$ cat src/design/rsnh_sqrt.sv
// rsnh_sqrt: digit-by-digit integer square root, one result bit a cycle.
// Depends on nothing outside this file.
`timescale 1ns / 1ps
module rsnh_sqrt #(
  parameter int RW = 33
) (
  input  logic            clk,
  input  logic            rst_n,
  input  logic            start,
  input  logic [2*RW-1:0] radicand,
  output logic            done_r,
  output logic [RW-1:0]   root_r
);

  localparam int CNTW = $clog2(RW + 1);

  logic [2*RW-1:0] rad_r;
  logic [RW+1:0]   rem_r;
  logic [CNTW-1:0] cnt_r;
  logic            busy_r;
  logic [RW+1:0]   rem2;
  logic [RW+1:0]   trial;

  assign rem2  = {rem_r[RW-1:0], rad_r[2*RW-1 -: 2]};
  assign trial = {root_r, 2'b01};

  always_ff @(posedge clk) begin
    if (!rst_n) begin
      busy_r <= 1'b0;
      done_r <= 1'b0;
      cnt_r  <= '0;
    end else begin
      done_r <= 1'b0;
      if (start) begin
        busy_r <= 1'b1;
        cnt_r  <= '0;
        rad_r  <= radicand;
        rem_r  <= '0;
        root_r <= '0;
      end else if (busy_r) begin
        rad_r <= {rad_r[2*RW-3:0], 2'b00};
        if (rem2 >= trial) begin
          rem_r  <= rem2 - trial;
          root_r <= {root_r[RW-2:0], 1'b1};
        end else begin
          rem_r  <= rem2;
          root_r <= {root_r[RW-2:0], 1'b0};
        end
        if (cnt_r == CNTW'(RW - 1)) begin
          busy_r <= 1'b0;
          done_r <= 1'b1;
        end
        cnt_r <= cnt_r + 1'b1;
      end
    end
  end

endmodule

$ cat config.mk
export PLATFORM = sky130hd
export DESIGN_NAME = rsnh_sqrt
export DESIGN_NICKNAME = d
export VERILOG_FILES = /design/src/design/rsnh_sqrt.sv
export SDC_FILE = /design/constraint.sdc
export NUM_CORES = 1
export LEC_CHECK = 0
export BUFFER_PORTS_ARGS = -buffer_cell sky130_fd_sc_hd__buf_2
export CAP_MARGIN = 20
export CORE_MARGIN = 2
export CORE_UTILIZATION = 56
export DETAILED_ROUTE_END_ITERATION = 10
export MAX_ROUTING_LAYER = met4
export PLACE_DENSITY = 0.89
export SYNTH_ARGS = -nofsm -noshare
export SYNTH_HDL_FRONTEND = slang
export SYNTH_SLANG_ARGS = --single-unit
$ cat constraint.sdc
create_clock -name clk -period 5.12 [get_ports clk]
set_input_delay 0.256 -clock clk [delete_from_list [all_inputs] [get_ports clk]]
set_output_delay 0.256 -clock clk [all_outputs]
set_load 0.01 [all_outputs]
==> results.cfg <==
[run_status]
outcome = complete, no violations

[sta]
setup_ws_ns = 1.46
hold_viol = 0
clock-skew-final_ns = 0.0120
fin_crit_ns = 3.66
timing.slew.headroom = 0.433
finalSetupTns_ns = 0
max_freq_mhz = 273
slew_violations = 0
worst_pin_slew_ns = 0.850
setup_viol = 0
period_share = 0.714
rsz0062_at_grt = false

[yosys]
syn_area_per_cell_um2 = 11.8
synth_commonest_cells = edfxtp_1 (132), nor2_1 (77), mux2_2 (64), inv_1 (49)
yosysWarnings = 0
synth_area_leader_cell = edfxtp_1
syn_nets = 749
synth_top_area_share = 0.520
synth_most_common_cell = edfxtp_1
ys.flop_type = edfxtp_1
synthesis.area_um2 = 7620
synth_edf_count = 132
synthDistinctLibCells = 51
syn_inst = 643
ys_seq_elements = 140
synth.top_cells.by_area = edfxtp_1 (52%), mux2_2 (9.5%), ha_1 (6.1%)
async_reset_ff_frac = 0
seq_area_frac_synth = 0.541

[power]
peakVddDrop_mv = 0.301
power_density_nw_per_um2 = 368
leakage_uw = 0.00366
p_total_uw = 3250

[placed_design]
port_buffers = 102
dp_hpwl_um = 10800
pre_cts_ws_ns = 1.53
post-place-cells = 901
place.gp.congestion = 0.935

[floorplan]
die_height_um = 121
rows = 42
initial_core_util = 0.575
die_area_um2 = 14600
boundaryPins = 103
die_width_um = 121
fp.coreArea_um2 = 13200

[clocking]
cts_num_sinks = 140
numCtsBuffers = 17
cts_tree = yes
cts-root-buf = clkbuf_16
clkSlewWorstSetupHoldPaths_ns = 0.06
ctsLongestPathBuffers = 2
htree_levels = 4
cts_setup_buffers = 0
clk_latency_ns = 0.43
ctsHoldBuffers = 0
ctsResizeCount = 0

[drt]
drt-initial-drc-count = 420
wire_per_inst_um = 16.6
dr.pass1.iters = 6
avgViaCountPerCell = 5.68
totalWireLength_um = 15500
ant_nets = 0
route.detailed.drc = 0
dr_total_vias = 5307

[setup_path]
r2r_start = rem_r[16]
required_ns = 5.27
cp-end-kind = flip-flop
r2r_cells = 10
reg2reg_to = rem_r[11]
critPathArrivalTime_ns = 3.80
worstPathMaxFanout = 26
critPathLaunchType = flip-flop
rrSetupSlack_ns = 1.46
critical_path_class = flip-flop to flip-flop

[layout]
drive_gt1_frac = 0.273
finalNonFillerCells = 934
fin_util = 0.668
area_growth_pct = 16.1
nets = 850

[worst_hold_path]
hold_class = input port to flip-flop
hp-start = radicand[1]
holdPathStages = 2
hold_end = rad_r[1]

[job]
cap_violations = 0

[grt]
grt_overflow = 0
grt_max_degree = 67
grt_pass1_vias = 5374
grtUsageTotal = 0.230
antenna_found_initial = 1
grt_pass1_wl_um = 25400
-- state kept, by name (all words and copies together) (netlist names) --
register and cells:
busy_r 1, rem_r 33, done_r 1, rad_r 66, cnt_r 6, root_r 33
-- critical path: stages (launching register included) --
cell and delay [ns]:
edfxtp_1 0.41, ha_1 0.45, nand2_1 0.12, or3_1 0.37
or2_4 0.26, o221a_1 0.28, or3_4 0.40, o211ai_4 0.25
buf_4 0.49, mux2i_1 0.28, nor2_1 0.07
-- cell usage in the layout, fill, tap and decap left out, types with 4 or more instances in the layout --
cell type and count:
or3_1 4, mux2_2 64, buf_2 101, nand2_1 37, ha_1 37, o22ai_1 7, xnor2_1 20, buf_4 5
edfxtp_1 132, clkbuf_16 17, nand3_1 8, dfxtp_1 8, nor2_1 77, o21bai_1 5, nor3_1 5, a31oi_1 4
o211ai_1 5, o21a_1 4, inv_1 49, nand4_1 10, mux2i_1 23, a21oi_1 32, a221oi_1 5, and2_1 4
xor2_1 13, o21ai_0 15, a21o_1 18
-- power breakdown --
group / total (uW) / switching (uW) / internal (uW)
combinational: 634 / 361 / 273
sequential: 1400 / 36.5 / 1360
clock: 1220 / 486 / 733
total: 3250 / 884 / 2370
-- final cells by class --
type                    count  area (um^2)
fillers                  1030         4400
inverters                  49          184
clock inverters            13          141
repair buffers            106          543
flip-flops and latches    140         4120
well taps                 176          220
diodes                      1         2.50
multi-input cells         430         3190
clock buffers              19          443
-- worst max path at each step --
stage          depth (start not counted)  slack [ns]         to        from
2_1_floorplan                          2        1.07   rad_r[0]      busy_r
3_3_place_gp                          11        1.66  rem_r[16]  root_r[16]
3_5_place_dp                          11        1.53  rem_r[11]  root_r[16]
4_1_cts                               10        1.46  rem_r[11]   rem_r[16]
5_1_grt                               11        1.24  rem_r[11]  root_r[16]
6_report                              10        1.46  rem_r[11]   rem_r[16]
-- per-stage QoR --
stage | cell area (um^2) | hold WS, ns
5_1_grt | 8840 | 0.122
2_1_floorplan | 7620 | 0.444
6_report | 8840 | 0.132
4_1_cts | 8840 | 0.120
3_5_place_dp | 8260 | 0.503
3_3_place_gp | 8260 | 0.470
-- metal layers --
metal  track usage  wire, um  vias up
met2         0.371      7490      218
met4        0.0690       244        0
met5             -         0        -
met1         0.280      6580     2504
met3        0.0712      1200       30
li1              -         -     2555
-- cell families after synthesis --
logic type	Yosys count	synth area share
and+or+nand+nor	158	0.0917
DFF	140	0.541
AOI/OAI and AO/OA	115	0.102
muxes	87	0.125
buffers and inverters	73	0.0412
adders and majority gates	37	0.0608
xor gates and xnor gates	33	0.0379
No activity file was read; power rests on OpenSTA's default activity.
