### src/design/rsnh_pkg.sv
// rsnh_pkg: shared constants for the nearest-hit beam caster.
// Field offsets of the stream words, unit widths and command codes.
// No dependencies.
`timescale 1ns / 1ps
package rsnh_pkg;

  // command carried on in_tuser
  localparam logic CMD_WRITE = 1'b0;
  localparam logic CMD_CAST  = 1'b1;

  localparam int IN_DATA_W  = 208;
  localparam int OUT_DATA_W = 96;
  localparam int CFG_W      = 11;

  // input word field offsets
  localparam int SEG_LSB = 0;
  localparam int SEG_W   = 10;
  localparam int AX_LSB  = 10;
  localparam int AY_LSB  = 42;
  localparam int BX_LSB  = 74;
  localparam int BY_LSB  = 106;
  localparam int FLD_W   = 32;
  localparam int SR_LSB  = 138;
  localparam int RANGE_W = 31;
  localparam int COS_LSB = 169;
  localparam int SIN_LSB = 185;
  localparam int MIR_W   = 16;

  // shared multiplier
  localparam int MUL_W  = 34;
  localparam int PROD_W = 2 * MUL_W;

  // fraction of the divider: q = floor(2^32 * num / den), up to 2^32
  localparam int FRAC_BITS = 32;
  localparam int QW        = FRAC_BITS + 1;
  localparam int MIR_SHIFT = 14;

  localparam logic [RANGE_W-1:0] RANGE_MAX = {RANGE_W{1'b1}};

endpackage

### src/design/rsnh_mul.sv
// rsnh_mul: shared signed multiplier with registered product.
// Depends on rsnh_pkg.
`timescale 1ns / 1ps
module rsnh_mul (
  input  logic                                clk,
  input  logic signed [rsnh_pkg::MUL_W-1:0]   a,
  input  logic signed [rsnh_pkg::MUL_W-1:0]   b,
  output logic signed [rsnh_pkg::PROD_W-1:0]  p_r
);

  always_ff @(posedge clk) begin
    p_r <= a * b;
  end

endmodule

### config.mk
export PLATFORM = sky130hd
export DESIGN_NAME = rsnh_mul
export DESIGN_NICKNAME = d
export VERILOG_FILES = /design/src/design/rsnh_pkg.sv /design/src/design/rsnh_mul.sv
export SDC_FILE = /design/constraint.sdc
export NUM_CORES = 2
export LEC_CHECK = 0
export BUFFER_PORTS_ARGS = -buffer_cell sky130_fd_sc_hd__clkbuf_2
export CORE_ASPECT_RATIO = 1.5
export CORE_MARGIN = 5
export CORE_UTILIZATION = 40
export CTS_CLUSTER_SIZE = 40
export DETAILED_ROUTE_END_ITERATION = 12
export GPL_ROUTABILITY_DRIVEN = 0
export PLACE_DENSITY = 0.63
export SYNTH_ARGS = -nofsm -noshare
export SYNTH_HDL_FRONTEND = slang
export SYNTH_SLANG_ARGS = --single-unit
### constraint.sdc
create_clock -name clk -period 9.1 [get_ports clk]
set_input_delay 0.91 -clock clk [delete_from_list [all_inputs] [get_ports clk]]
set_output_delay 0.91 -clock clk [all_outputs]
set_load 0.1 [all_outputs]
==> results.txt <==
At the worst endpoint, the arrival time is 8.95 ns. The vertical die dimension came out at 412 µm. The critical path data required time is 9.45 ns. By startpoint and endpoint, the worst setup path is classified as in -> reg. The combined area of the multi-input logic cells came out at 36100 µm². The routed length on met2 came out at 68.2 mm. The number of buffers inserted during clock tree synthesis came out at 9.

The sum of net half-perimeters after detailed placement came out at 105 mm. The floorplan die area came out at 114000 µm². During synthesis, Yosys emitted a total of 0 warnings. The number of primary I/O pins came out at 137. Setup repair after global routing left no endpoint under its margin. The number of global-route vias before repair came to 35376. Wires add up to 122 mm.

Each instance of the synthesized netlist takes up on average 9.45 µm². The count of H-tree levels built during CTS came out at 3. The final layout contains 6119 nets. After synthesis, the most frequently instantiated cells are sky130_fd_sc_hd__fa_1 (1241), sky130_fd_sc_hd__inv_1 (1231), sky130_fd_sc_hd__and2_1 (621). The die width came out at 278 µm. By area the synthesized netlist is led by sky130_fd_sc_hd__fa_1 (58%), sky130_fd_sc_hd__inv_1 (11%), sky130_fd_sc_hd__and2_1 (9.0%), sky130_fd_sc_hd__ha_1 (5.9%), sky130_fd_sc_hd__nand2_1 (4.7%). The violation count after the first detailed-routing iteration is 1307. Once layout is complete, the cells apart from fillers number 6030. The largest net degree at the start of global routing came out at 35.

The number of slew-limit violations in the final report came to 0. The number of fill cells in the layout is 10519. The post-synthesis sequential area ratio came out at 0.0316. The gate count of the mapped netlist came out at 4554. The worst hold-check path type is in -> reg. Setup violations remaining at the end of the flow were counted as 0.

The fraction of registers with async set/reset is 0. The final critical delay including setup and external delays came out at 8.60 ns. The net count of the mapped netlist is 6068. The remaining antenna violation count is 0. The number of hold buffers added after CTS came out at 0. The wire length per cell after detailed routing came out at 20.2 µm. The overall fraction of global-route tracks in use came out at 0.223.

In this run the top signal layer used is met5. The instance count after placement with tap cells included came out at 6009. The synthesized cell area came out at 43000 µm². The number of synthesized flops with an enable pin came out at 0. The clock sink count is 68. The area added between synthesis and finish came out at 6.97%.

The largest registers in the layout are p_r (68). The placeable core region is 107000 µm². STA classifies the critical path endpoint as a flop. sky130_fd_sc_hd__fa_1 takes more of the synthesized area than any other cell. In the final layout, the share of cells above drive strength 1 is 0.0685.

For this block, wires on met1 add up to 39.0 mm. The effective utilization at floorplan came out at 0.402. Detailed routing placed a total of 4.70 mm of wire on met3.

Across the whole layout, storage elements account for 1360 µm². TritonCTS built the clock tree. The count of maximum capacitance violations came out at 0. Of the post-synthesis cell area, the dominant cell type holds 0.577.

The number of gates resized after CTS was 0. The nature of the critical path startpoint is a primary input. The detailed router placed 30295 vias in this run.

The number of flip-flops in the largest register came out at 68. Counting distinct cell types in the post-synthesis netlist gives 69. The wire length of the first global-routing pass came out at 196 mm. The post-CTS setup buffer count came out at 0.

The clock-pin slew on the worst setup and hold paths came out at 0.07 ns. The cell with the most instances after synthesis is sky130_fd_sc_hd__fa_1. The count of buffers inserted at the top-level ports came out at 136. The initial antenna violation count is 9. The total congestion overflow came out at 0. Measured against its own limit, the worst slew margin works out to 0.422. For the pin with the worst max-slew slack, the measured transition is 0.866 ns. The critical-path maximum fanout came out at 22. The setup TNS came out at 0 ns.

For this run, the detailed router's first-pass iteration total came to 5. The post-synthesis sequential element count is 68. In the finished design, the share of the clock period the worst path needs comes to 0.945. The predominant post-synthesis flop cell is sky130_fd_sc_hd__dfxtp_1.

The flow ran to the end, and the final reports show no timing, DRC or antenna violations. The initialized floorplan defines 147 standard-cell rows. The cell at the root of the clock tree is sky130_fd_sc_hd__clkbuf_16. The maximum clock rate came out at 0.116 GHz.

The register containing the most flip-flops in the final layout is p_r. The residual DRC count is 0. The average vias per placed instance is 5.02. The deepest clock path buffer count came out at 2. The count of final hold-check violations came out at 0.
## metal layers
| metal | vias to the layer above | GRT usage |
|---|---|---|
| li1 | 12887 | - |
| met1 | 16117 | 0.227 |
| met2 | 902 | 0.427 |
| met3 | 383 | 0.0258 |
| met4 | 6 | 0.141 |
| met5 | - | 0 |
## worst max-delay path, stage by stage
cell	delay (ns)
sky130_fd_sc_hd__clkbuf_2	0.37
sky130_fd_sc_hd__buf_4	0.36
sky130_fd_sc_hd__and2_1	0.20
sky130_fd_sc_hd__fa_1	0.53
sky130_fd_sc_hd__inv_1	0.05
sky130_fd_sc_hd__fa_1	0.48
sky130_fd_sc_hd__fa_1	0.52
sky130_fd_sc_hd__fa_1	0.47
sky130_fd_sc_hd__fa_1	0.50
sky130_fd_sc_hd__inv_1	0.06
sky130_fd_sc_hd__fa_1	0.50
sky130_fd_sc_hd__fa_1	0.49
sky130_fd_sc_hd__inv_1	0.05
sky130_fd_sc_hd__fa_1	0.47
sky130_fd_sc_hd__inv_1	0.04
sky130_fd_sc_hd__ha_1	0.38
sky130_fd_sc_hd__a2111o_1	0.39
sky130_fd_sc_hd__a31oi_1	0.20
sky130_fd_sc_hd__o41ai_2	0.14
sky130_fd_sc_hd__a21o_1	0.22
sky130_fd_sc_hd__nand2_1	0.10
sky130_fd_sc_hd__nand4b_1	0.32
sky130_fd_sc_hd__a21bo_2	0.36
sky130_fd_sc_hd__a21o_1	0.29
sky130_fd_sc_hd__a311oi_2	0.35
sky130_fd_sc_hd__xnor2_1	0.16
## cell type report
class | instances | area share
multi-input cells | 3026 | 0.785
inverters | 1232 | 0.100
repair buffers | 268 | 0.0393
well taps | 1415 | 0.0385
flip-flops and latches | 68 | 0.0296
clock buffers | 9 | 0.00489
clock inverters | 7 | 0.00177
diodes | 5 | 0.000272
## placed cells by master (no fill, tap or decap), types with 20 or more instances in the layout
cell type,n
sky130_fd_sc_hd__a21o_1,37
sky130_fd_sc_hd__a21oi_1,61
sky130_fd_sc_hd__and2_1,621
sky130_fd_sc_hd__buf_4,121
sky130_fd_sc_hd__clkbuf_2,136
sky130_fd_sc_hd__dfxtp_1,68
sky130_fd_sc_hd__fa_1,1241
sky130_fd_sc_hd__ha_1,204
sky130_fd_sc_hd__inv_1,1231
sky130_fd_sc_hd__nand2_1,542
sky130_fd_sc_hd__nand2b_1,20
sky130_fd_sc_hd__nor2_1,54
sky130_fd_sc_hd__o21ai_0,31
sky130_fd_sc_hd__xnor2_1,56
sky130_fd_sc_hd__xor2_1,23
## through the flow
stage | setup slack, ns | util | cell area [µm²] | hold slack [ns]
2_1_floorplan | 0.700 | - | 43000 | 1.04
3_3_place_gp | 0.213 | 0.427 | 45700 | 1.54
3_5_place_dp | 0.149 | 0.427 | 45700 | 1.54
4_1_cts | 0.600 | 0.430 | 46000 | 1.13
5_1_grt | 0.346 | 0.430 | 46000 | 1.21
6_report | 0.501 | 0.430 | 46000 | 1.17
## final timing paths
path / slack [ns] / depth (start not counted) / end / startpoint
worst max-delay path: 0.50 / 26 / p_r[64] / b[13]
worst min-delay path: 1.17 / 2 / p_r[0] / b[0]
## cell families (layout without fill, tap and decap cells)
kind of cell               Yosys count  after routing  share of synthesized area
buffers and inverters             1460           1516                      0.128
AOI/OAI and AO/OA                  206            206                     0.0335
and+or+nand+nor                   1296           1296                      0.154
xor gates and xnor gates            79             79                     0.0161
other                                0              5                          0
DFF                                 68             68                     0.0316
adders and majority gates         1445           1445                      0.637
Power is left out: the tool's default activity adds up to more than one toggle a clock period on the data nets, which glitch-free logic cannot reach.
