**src/design/rsnh_pkg.sv**
```systemverilog
// rsnh_pkg: shared constants for the nearest-hit beam caster.
// Field offsets of the stream words, unit widths and command codes.
// No dependencies.
`timescale 1ns / 1ps
package rsnh_pkg;

  // command carried on in_tuser
  localparam logic CMD_WRITE = 1'b0;
  localparam logic CMD_CAST  = 1'b1;

  localparam int IN_DATA_W  = 208;
  localparam int OUT_DATA_W = 96;
  localparam int CFG_W      = 11;

  // input word field offsets
  localparam int SEG_LSB = 0;
  localparam int SEG_W   = 10;
  localparam int AX_LSB  = 10;
  localparam int AY_LSB  = 42;
  localparam int BX_LSB  = 74;
  localparam int BY_LSB  = 106;
  localparam int FLD_W   = 32;
  localparam int SR_LSB  = 138;
  localparam int RANGE_W = 31;
  localparam int COS_LSB = 169;
  localparam int SIN_LSB = 185;
  localparam int MIR_W   = 16;

  // shared multiplier
  localparam int MUL_W  = 34;
  localparam int PROD_W = 2 * MUL_W;

  // fraction of the divider: q = floor(2^32 * num / den), up to 2^32
  localparam int FRAC_BITS = 32;
  localparam int QW        = FRAC_BITS + 1;
  localparam int MIR_SHIFT = 14;

  localparam logic [RANGE_W-1:0] RANGE_MAX = {RANGE_W{1'b1}};

endpackage

```
**src/design/rsnh_div.sv**
```systemverilog
// rsnh_div: restoring fraction divider, q = floor(2^32 * num / den), num <= den.
// One quotient bit a cycle. Depends on rsnh_pkg.
`timescale 1ns / 1ps
module rsnh_div #(
  parameter int NW = 67
) (
  input  logic                       clk,
  input  logic                       rst_n,
  input  logic                       start,
  input  logic [NW-1:0]              num,
  input  logic [NW-1:0]              den,
  output logic                       done_r,
  output logic [rsnh_pkg::QW-1:0]    q_r
);

  localparam int CNTW = $clog2(rsnh_pkg::QW + 1);

  logic [NW-1:0]   num_r;
  logic [NW-1:0]   den_r;
  logic [CNTW-1:0] cnt_r;
  logic            busy_r;
  logic [NW-1:0]   n2;

  // first step compares without shifting (integer bit of q)
  assign n2 = (cnt_r == '0) ? num_r : {num_r[NW-2:0], 1'b0};

  always_ff @(posedge clk) begin
    if (!rst_n) begin
      busy_r <= 1'b0;
      done_r <= 1'b0;
      cnt_r  <= '0;
    end else begin
      done_r <= 1'b0;
      if (start) begin
        busy_r <= 1'b1;
        cnt_r  <= '0;
        num_r  <= num;
        den_r  <= den;
        q_r    <= '0;
      end else if (busy_r) begin
        if (n2 >= den_r) begin
          num_r <= n2 - den_r;
          q_r   <= {q_r[rsnh_pkg::QW-2:0], 1'b1};
        end else begin
          num_r <= n2;
          q_r   <= {q_r[rsnh_pkg::QW-2:0], 1'b0};
        end
        if (cnt_r == CNTW'(rsnh_pkg::QW - 1)) begin
          busy_r <= 1'b0;
          done_r <= 1'b1;
        end
        cnt_r <= cnt_r + 1'b1;
      end
    end
  end

endmodule

```
**config.mk**
```make
export PLATFORM = sky130hd
export DESIGN_NAME = rsnh_div
export DESIGN_NICKNAME = d
export VERILOG_FILES = /design/src/design/rsnh_pkg.sv /design/src/design/rsnh_div.sv
export SDC_FILE = /design/constraint.sdc
export NUM_CORES = 1
export LEC_CHECK = 0
export BUFFER_PORTS_ARGS = -buffer_cell sky130_fd_sc_hd__buf_2
export CORE_ASPECT_RATIO = 1.4
export CORE_MARGIN = 4
export CORE_UTILIZATION = 55
export CTS_BUF_LIST = sky130_fd_sc_hd__clkbuf_4 sky130_fd_sc_hd__clkbuf_8
export CTS_CLUSTER_SIZE = 20
export DETAILED_ROUTE_END_ITERATION = 10
export GPL_ROUTABILITY_DRIVEN = 0
export PLACE_DENSITY = 0.84
export SYNTH_ARGS = -nofsm -noshare
export SYNTH_HDL_FRONTEND = slang
export SYNTH_SLANG_ARGS = --single-unit
```
**constraint.sdc**
```tcl
create_clock -name clk -period 6.8 [get_ports clk]
set_clock_uncertainty 0.1 [all_clocks]
set_input_delay 0.68 -clock clk [delete_from_list [all_inputs] [get_ports clk]]
set_output_delay 0.68 -clock clk [all_outputs]
set_load 0.03 [all_outputs]
```
==> run_results.csv, run 1 <==
group,metric,value,unit
power,combPwrFrac,0.388,
sta,timing.fmax,0.1751,GHz
cts,cts_htree_levels,4,
synth,postSynthAreaPerCell,9.539,µm²
sta,drv_slew,0,
power,leakagePower,5.545,nW
synth,synth_warnings,0,
finish,design_area,13600,µm²
placed_design,hpwl,23270,µm
cts,cts_resized,0,
power,clock_power_share,0.211,
grt,track_usage,0.2487,
finish,drive_gt1_frac,0.2093,
synth,synth_cells,1281,
min_path,hold_start,"den[33]",
power,seqPwrFrac,0.401,
finish,fin_nets,1613,
floorplanning,chipWidth,134.0,µm
sta,hold_violations,0,
synth,ys_ff_latch,175,
cts,hold_buffers,0,
power,powerDensity,245.4,nW/µm²
sta,tightest_slew,1157,ps
sta,timing.setup.tns,0,ps
drt,remaining_drc_errors,0,
grt,grt_max_degree,81,
grt,antenna_found_initial,0,
placed_design,placed_area,13230,µm²
synth,ys_types,68,
cts,cts-root-buf,"clkbuf_8",
critical_path,worst-endpoint-arrival,5850,ps
finish,fill_cells,1789,
cts,insertion_delay,500,ps
synth,syn_nets,1488,
drt,wirelength,31000,µm
critical_path,reg2reg_slack,1090,ps
cts,clkSinkCount,175,
power,power.net_switching,1.223,mW
placed_design,dpl.cell_count,1684,
critical_path,reg2reg_from,"cnt_r[0]",
grt,grt_pass1_wl,49420,µm
critical_path,path_max_fanout,68,
finish,finish.utilization,0.6220,
synth,syn_area,12220,µm²
critical_path,cp.required,6940,ps
synth,synth-async-reset-ratio,0,
finish,final-seq-area,5175,µm²
finish,antenna_cells,0,
floorplanning,dieArea,24700,µm²
sta,rsz0062_at_grt,"no",
min_path,whs_path_depth,1,
min_path,min_to,"den_r[33]",
grt,grt_pass1_vias,10221,
power,vdd_ir_drop_max,0.1507,mV
synth,ys.flop_type,"edfxtp_1",
critical_path,r2r_cells,18,
synth,yosysSeqAreaShare,0.4235,
critical_path,critical_path_class,"reg -> reg",
drt,postRouteAntennaNets,0,
cts,clock_path_buffers,2,
outcome,status,"complete, no violations",
floorplanning,coreArea,21860,µm²
critical_path,critPathCaptureType,"flip-flop",
cts,cts_tree,"done",
sta,finalSetupViolations,0,
sta,slew-limit-headroom,0.2284,
floorplanning,fp-row-count,64,
sta,min_period,5709,ps
sta,period_share,0.8396,
placed_design,port_buffers,170,
drt,via_count,10250,
floorplanning,io_pins,171,
critical_path,cp-start-kind,"flip-flop",
finish,area_delta_synth_final,11.27,%
power,intPower,2.113,mW
drt,drtPass1Iterations,5,
floorplanning,start_util,0.5590,
finish,fin_cells,1716,
cts,cts.clk_slew.worst_paths,100,ps
cts,numCtsBuffers,17,
drt,vias_per_cell,5.973,
min_path,hp-class,"in -> reg",
job,cap_violations,0,
grt,grt_overflow,0,
finish,multi_input_area,6410,µm²
critical_path,r2r_end,"num_r[39]",
drt,drtIter0Drc,836,
synth,synth_edf_count,167,
floorplanning,die_y,184.4,µm
power,p_sw_frac,0.3667,
cts,cts_setup_buffers,0,
drt,wire_per_inst,18.07,µm
## area by class of cell
cell class	instances	share of cell area
Clock inverter	15	0.009754
Clock buffer	17	0.01721
Timing Repair Buffer	177	0.06938
Multi-Input combinational cell	947	0.4714
Inverter	88	0.02429
Tap cell	297	0.02733
Sequential cell	175	0.3806
## cell usage in the layout (no fill, tap or decap), types with 4 or more instances in the layout
cell type	n
nand4_1	28
xor2_1	14
o31ai_1	7
o21a_1	8
xnor2_1	48
a31oi_1	11
or2_2	6
edfxtp_1	167
nand3_1	34
o21ai_0	57
and3_1	5
or3_1	7
buf_4	5
a221o_1	16
mux2i_1	17
a211oi_1	6
a21oi_1	106
o221ai_1	4
o21ai_1	8
o211ai_1	26
nand2b_1	11
mux2_2	67
nor2_1	98
and2_1	7
clkbuf_8	17
inv_6	5
nand2_1	145
dfxtp_1	8
o21bai_1	10
buf_2	169
o2bb2a_1	6
a21o_1	22
inv_1	86
ha_1	69
nor4_1	6
nor2b_1	38
nor3_1	15
## flip-flops by register name, indices dropped and copies added (netlist names)
name	count
q_r	33
done_r	1
cnt_r	6
num_r	67
busy_r	1
den_r	67
## metal layers
| metal | GRT usage | routed length [µm] |
|---|---|---|
| met4 | 0.1297 | 1370 |
| met2 | 0.4426 | 15940 |
| met1 | 0.2873 | 12110 |
| met3 | 0.04096 | 1579 |
| met5 | 0 | 0 |
## synthesized netlist by cell type (9+ instances only)
| library cell | count | area, µm² |
|---|---|---|
| o21a_1 | 9 | 67.56 |
| mux2i_1 | 17 | 170.2 |
| a21o_1 | 22 | 165.2 |
| a21oi_1 | 106 | 530.5 |
| buf_2 | 9 | 45.04 |
| a221o_1 | 16 | 160.2 |
| o21ai_0 | 57 | 285.3 |
| ha_1 | 69 | 863.3 |
| a31oi_1 | 11 | 68.82 |
| o211ai_1 | 26 | 195.2 |
| nor2b_1 | 38 | 237.7 |
| nor3_1 | 15 | 75.07 |
| nand2b_1 | 11 | 68.82 |
| xor2_1 | 14 | 122.6 |
| nand2_1 | 145 | 544.3 |
| clkbuf_1 | 51 | 191.4 |
| o21bai_1 | 10 | 75.07 |
| nand4_1 | 28 | 175.2 |
| mux2_2 | 67 | 754.5 |
| nand3_1 | 34 | 170.2 |
| xnor2_1 | 48 | 420.4 |
| nor2_1 | 98 | 367.9 |
| edfxtp_1 | 167 | 5015 |
| inv_1 | 87 | 326.6 |
## power groups by stage
stage	clock network, mW	registers (mW)	logic (mW)
finish	0.704	1.34	1.30
detailed placement	0	1.36	1.27
global placement	0	1.36	1.24
CTS	0.715	1.34	1.28
global route	0.763	1.34	1.42
floorplan	0	1.37	0.973
## how the worst max path moves through the flow
stage                     end  slack (ps)  cells past startpoint     start
finish              num_r[39]        1090                     18  cnt_r[0]
global route        num_r[16]         840                     18  cnt_r[0]
CTS                 num_r[39]        1180                     18  cnt_r[0]
detailed placement  num_r[39]        1220                     18  cnt_r[0]
global placement    num_r[47]        1470                     19  cnt_r[0]
floorplan           num_r[11]        1880                     21  cnt_r[0]
## kinds of logic (layout without fill, tap and decap cells)
family	count (synthesis)	after routing	synth area share
buf+inv	159	297	0.05376
xor+xnor	62	62	0.04444
flops	175	175	0.4235
compound gates	320	320	0.1736
mux	84	84	0.07567
fa+ha+maj	70	70	0.07229
simple gates	411	411	0.1568
## through the flow
step	power [mW]	setup slack (ps)	hold slack [ps]
after CTS	3.330	1179	230.0
after global placement	2.592	1471	400.7
final	3.337	1091	252.8
after global routing	3.531	841.3	220.4
after detailed placement	2.631	1216	406.8
after floorplan	2.343	1884	357.0
## worst max-delay path, cell delays in order (launching register included)
cell,delay [ps]
dfxtp_1,350
inv_1,70
ha_1,140
nand2b_1,80
nor4_2,280
buf_12,380
mux2_2,410
ha_1,420
a21oi_1,130
o21ai_1,330
o21ai_0,190
a21oi_2,220
o41ai_4,150
o41ai_4,500
a31oi_2,220
o21bai_4,700
buf_12,330
nor2_1,100
a221o_1,280
Note: power is estimated with default switching activity, not from simulation.
==> run 2: changes to the inputs <==
Clock period 6.8 ns to 5.9 ns, I/O delays scaled along.
==> run 2 against run 1 <==
Effect of this change:
- non-clock buffer count is 1 higher
- utilization is 0.31 points higher
- largest power group unchanged
- cell area increased by 0.50%
- routed wire length increased by 0.82%
- combinational power grew 15%
- first-iteration DRC count rose by 5.4%
==> run_results.csv, run 2 (synthesized netlist as in run 1, its figures left out) <==
group,metric,value,unit
sta,finalSetupViolations,0,
grt,grt_overflow,0,
cts,cts.clk_slew.worst_paths,100,ps
job,cap_violations,0,
power,fin_total_pwr,3.975,mW
critical_path,cp-startpoint,"cnt_r[0]",
cts,hold_buffers,0,
critical_path,reg2reg_from,"cnt_r[0]",
drt,vias_per_cell,5.981,
cts,cts-root-buf,"clkbuf_8",
power,leakagePower,5.586,nW
floorplanning,coreArea,21860,µm²
finish,final-seq-area,5175,µm²
grt,grt_pass1_vias,10432,
cts,cts_tree,"done",
floorplanning,fp-row-count,64,
sta,tightest_slew,877.8,ps
finish,final_common_cell,"buf_2",
critical_path,reg2reg_slack,490,ps
floorplanning,die_y,184.4,µm
power,powerDensity,290.9,nW/µm²
drt,drtIter0Drc,881,
grt,antenna_found_initial,0,
placed_design,hpwl,23130,µm
drt,remaining_drc_errors,0,
floorplanning,chipWidth,134.0,µm
finish,multi_input_area,6410,µm²
sta,drv_slew,0,
critical_path,critical_path_class,"reg -> reg",
sta,hold_violations,0,
power,vdd_ir_drop_max,0.1677,mV
cts,clock_path_buffers,2,
critical_path,critPathCaptureType,"flip-flop",
finish,final_cell_mix,"169 x buf_2, 167 x edfxtp_1, 145 x nand2_1",
finish,area_delta_synth_final,11.83,%
placed_design,port_buffers,170,
min_path,hp-class,"in -> reg",
cts,cts_htree_levels,4,
critical_path,worst-endpoint-arrival,5630,ps
sta,timing.fmax,0.1848,GHz
drt,wirelength,31260,µm
min_path,hold_start,"den[31]",
grt,track_usage,0.2520,
finish,drive_gt1_frac,0.2099,
floorplanning,start_util,0.5590,
cts,insertion_delay,490,ps
sta,slew-limit-headroom,0.4148,
critical_path,cp-start-kind,"flip-flop",
sta,timing.setup.tns,0,ps
critical_path,cp.required,6120,ps
floorplanning,dieArea,24700,µm²
floorplanning,io_pins,171,
drt,via_count,10270,
grt,grt_max_degree,84,
drt,postRouteAntennaNets,0,
drt,wire_per_inst,18.20,µm
cts,cts_setup_buffers,0,
cts,clkSinkCount,175,
sta,min_period,5412,ps
sta,rsz0062_at_grt,"no",
cts,numCtsBuffers,17,
drt,drtPass1Iterations,6,
cts,cts_resized,0,
finish,top_regs,"den_r: 67 flops, num_r: 67 flops, q_r: 33 flops",
finish,antenna_cells,0,
finish,fill_cells,1801,
grt,grt_pass1_wl,50270,µm
critical_path,path_max_fanout,75,
finish,fin_nets,1614,
outcome,status,"complete, no violations",
sta,period_share,0.9173,
==> run 2: cell count changes in the layout (fill, tap and decap cells not counted), sizes merged <==
| cell | previous run | this run |
|---|---|---|
| buf | 177 | 178 |
| bufinv | 1 | 4 |
| clkinv | 6 | 4 |
| clkinvlp | 3 | 1 |
| inv | 93 | 94 |
==> run 2: critical path, cell delays in order, from the launching register on <==
cell,delay [ps]
dfxtp_1,370
inv_1,70
ha_1,140
nand2b_1,80
nor4_2,260
buf_12,390
mux2_2,420
ha_1,330
nor2b_1,240
o31a_2,220
o211ai_2,140
o311ai_4,420
o41ai_4,160
o41ai_4,540
a31oi_2,220
o21bai_4,190
buf_12,330
nand2_2,190
inv_2,180
nand2_1,110
o211ai_1,100
==> run 2: through the flow <==
stage          utilization  std cells  worst slack, ps  hold WS, ps  cell area, µm²
2_1_floorplan            -       1281            984.0        357.0           12220
6_report            0.6251       1717            487.8        169.9           13660
3_3_place_gp        0.6050       1685            840.6        399.2           13230
3_5_place_dp        0.6050       1685            641.4        392.3           13230
4_1_cts             0.6251       1717            534.8        140.1           13660
5_1_grt             0.6251       1717            210.7        138.0           13660
==> run 2: area by class of cell <==
cell class	count	share of cell area
Multi-Input combinational cell	947	0.4691
Sequential cell	175	0.3787
Timing Repair Buffer	178	0.06867
Tap cell	297	0.02720
Inverter	88	0.02417
Clock buffer	17	0.01712
Clock inverter	15	0.01502
==> run 2: worst paths after layout <==
| kind | end | cells after the start |
|---|---|---|
| worst max-delay path | num_r[59] | 20 |
| worst min-delay path | den_r[31] | 1 |
| worst max register to register | num_r[59] | 20 |
| worst min register to register | done_r | 2 |
==> run 2: power by group <==
part	internal (mW)	switching (mW)
Sequential	1.49	0.0457
Clock	0.468	0.479
Combinational	0.600	0.887
Total	2.56	1.41
==> run 2: routing by layer <==
| layer | share of wire | wire length [µm] | track usage |
|---|---|---|---|
| met5 | 0 | 0 | 0 |
| met4 | 0.045 | 1417 | 0.1297 |
| met3 | 0.055 | 1715 | 0.04424 |
| met2 | 0.51 | 15870 | 0.4442 |
| met1 | 0.39 | 12250 | 0.2937 |
==> run 3: changes to the inputs <==
Settings changed: CELL_PAD_IN_SITES_DETAIL_PLACEMENT set to 0, CELL_PAD_IN_SITES_GLOBAL_PLACEMENT set to 1, CORE_ASPECT_RATIO 1.4 to 1.1, CORE_UTILIZATION 55 to 46, PLACE_DENSITY 0.84 to 0.89.
==> run 3 against run 2 <==
Effect of this change:
- sequential power about the same
- global-route usage down 4.1 points
- maximum frequency up 2.0%
- die area up 18%
- worst hold slack worse by 28 ps
- critical endpoint is now num_r[13]
==> run_results.csv, run 3 (synthesized netlist as in run 1, its figures left out) <==
group,metric,value,unit
critical_path,reg2reg_from,"cnt_r[0]",
sta,drv_slew,0,
cts,clock_path_buffers,2,
cts,cts_setup_buffers,0,
critical_path,cp-startpoint,"cnt_r[0]",
sta,tightest_slew,1079,ps
finish,finish.utilization,0.5265,
placed_design,hpwl,22900,µm
cts,cts_tree,"done",
critical_path,worst-endpoint-arrival,5440,ps
power,vdd_ir_drop_max,0.1343,mV
drt,postRouteAntennaNets,0,
power,seqPwrFrac,0.383,
cts,hold_buffers,0,
outcome,status,"complete, no violations",
floorplanning,coreArea,26140,µm²
cts,insertion_delay,510,ps
cts,numCtsBuffers,17,
sta,hold_violations,0,
finish,top_regs,"den_r: 67 flops, num_r: 67 flops, q_r: 33 flops",
drt,via_count,9959,
power,leakagePower,5.610,nW
floorplanning,dieArea,29240,µm²
finish,antenna_cells,0,
sta,finalSetupViolations,0,
job,cap_violations,0,
floorplanning,chipWidth,163.4,µm
critical_path,cp.required,6040,ps
floorplanning,die_y,178.9,µm
drt,drtIter0Drc,639,
power,powerDensity,291.5,nW/µm²
critical_path,path_delay_family,"compound AO/OA/AOI/OAI gates",
placed_design,port_buffers,170,
grt,antenna_found_initial,0,
cts,cts-root-buf,"clkbuf_8",
grt,grt_pass1_vias,9613,
power,power.net_switching,1.401,mW
critical_path,cp-start-kind,"flip-flop",
sta,timing.setup.tns,0,ps
floorplanning,start_util,0.4674,
cts,cts_htree_levels,4,
finish,area_delta_synth_final,12.65,%
finish,final_cell_mix,"169 x buf_2, 167 x edfxtp_1, 145 x nand2_1",
critical_path,worst_path_largest_cell_delay,490,ps
grt,grt_overflow,0,
drt,drtPass1Iterations,5,
finish,fin_nets,1616,
critical_path,path_buf_inv,3,
floorplanning,fp-row-count,62,
cts,cts.clk_slew.worst_paths,120,ps
sta,min_period,5304,ps
cts,cts_resized,0,
critical_path,path_max_fanout,68,
sta,slew-limit-headroom,0.2808,
finish,final_common_cell,"buf_2",
power,clock_power_share,0.247,
drt,remaining_drc_errors,0,
cts,clkSinkCount,175,
min_path,hold_start,"den[54]",
critical_path,critical_path_class,"reg -> reg",
critical_path,path_cells,"inv_1 -> ha_1 -> nand2b_1 -> nor4_2 -> buf_12 -> mux2_2 -> ha_1 -> o21a_1 -> o31a_2 -> o211ai_2 -> o311ai_4 -> o41ai_4 -> o41ai_4 -> a31oi_2 -> o21bai_4 -> buf_4 -> nor2_1 -> a221o_1",
power,p_sw_frac,0.3493,
grt,track_usage,0.2108,
sta,rsz0062_at_grt,"no",
critical_path,critPathCaptureType,"flip-flop",
critical_path,cp_slowest_cell,"o41ai_4",
finish,fill_cells,2439,
sta,period_share,0.8990,
drt,wirelength,31180,µm
power,combPwrFrac,0.370,
min_path,hp-class,"in -> reg",
grt,grt_pass1_wl,49110,µm
drt,vias_per_cell,5.614,
finish,drive_gt1_frac,0.2117,
floorplanning,io_pins,171,
power,intPower,2.611,mW
sta,timing.fmax,0.1885,GHz
drt,wire_per_inst,17.58,µm
grt,grt_max_degree,71,
-- run 3: routing by layer --
metal | part of all wire | track usage | up-vias
met5 | 0 | 0 | -
met4 | 0.016 | 0.05802 | 0
met3 | 0.050 | 0.03656 | 32
met2 | 0.49 | 0.3561 | 243
met1 | 0.45 | 0.2808 | 4769
li1 | - | - | 4915
-- run 3: worst paths after layout --
| check | to | slack (ps) | cells past startpoint |
|---|---|---|---|
| worst max-delay path | num_r[13] | 600 | 18 |
| worst min-delay path | den_r[54] | 140 | 1 |
| worst max register to register | num_r[13] | 600 | 18 |
| worst min register to register | done_r | 420 | 2 |
-- run 3: power groups by stage --
stage	Combinational (mW)	Clock, mW	Sequential (mW)
2_1_floorplan	1.12	0	1.58
3_3_place_gp	1.45	0	1.56
3_5_place_dp	1.47	0	1.57
4_1_cts	1.48	1.01	1.54
5_1_grt	1.65	1.06	1.55
6_report	1.48	0.989	1.54
-- run 3: metrics by stage --
step	hold WS (ps)	power [mW]	area, µm²	std cells	setup slack [ps]
after global placement	400.9	3.016	13310	1742	791.0
after floorplan	357.0	2.700	12220	1281	984.0
after detailed placement	400.9	3.036	13310	1742	642.6
final	141.9	4.012	13760	1774	595.6
after CTS	119.9	4.027	13760	1774	617.9
after global routing	114.0	4.252	13760	1774	174.4
-- run 3: layout make-up --
cell class | instances | area, µm² | share of cell area
Clock buffer | 23 | 297.8 | 0.02163
Clock inverter | 9 | 157.7 | 0.01145
Timing Repair Buffer | 180 | 953.4 | 0.06927
Tap cell | 352 | 440.4 | 0.03200
Inverter | 88 | 330.3 | 0.02400
Multi-Input combinational cell | 947 | 6410 | 0.4657
Sequential cell | 175 | 5175 | 0.3760
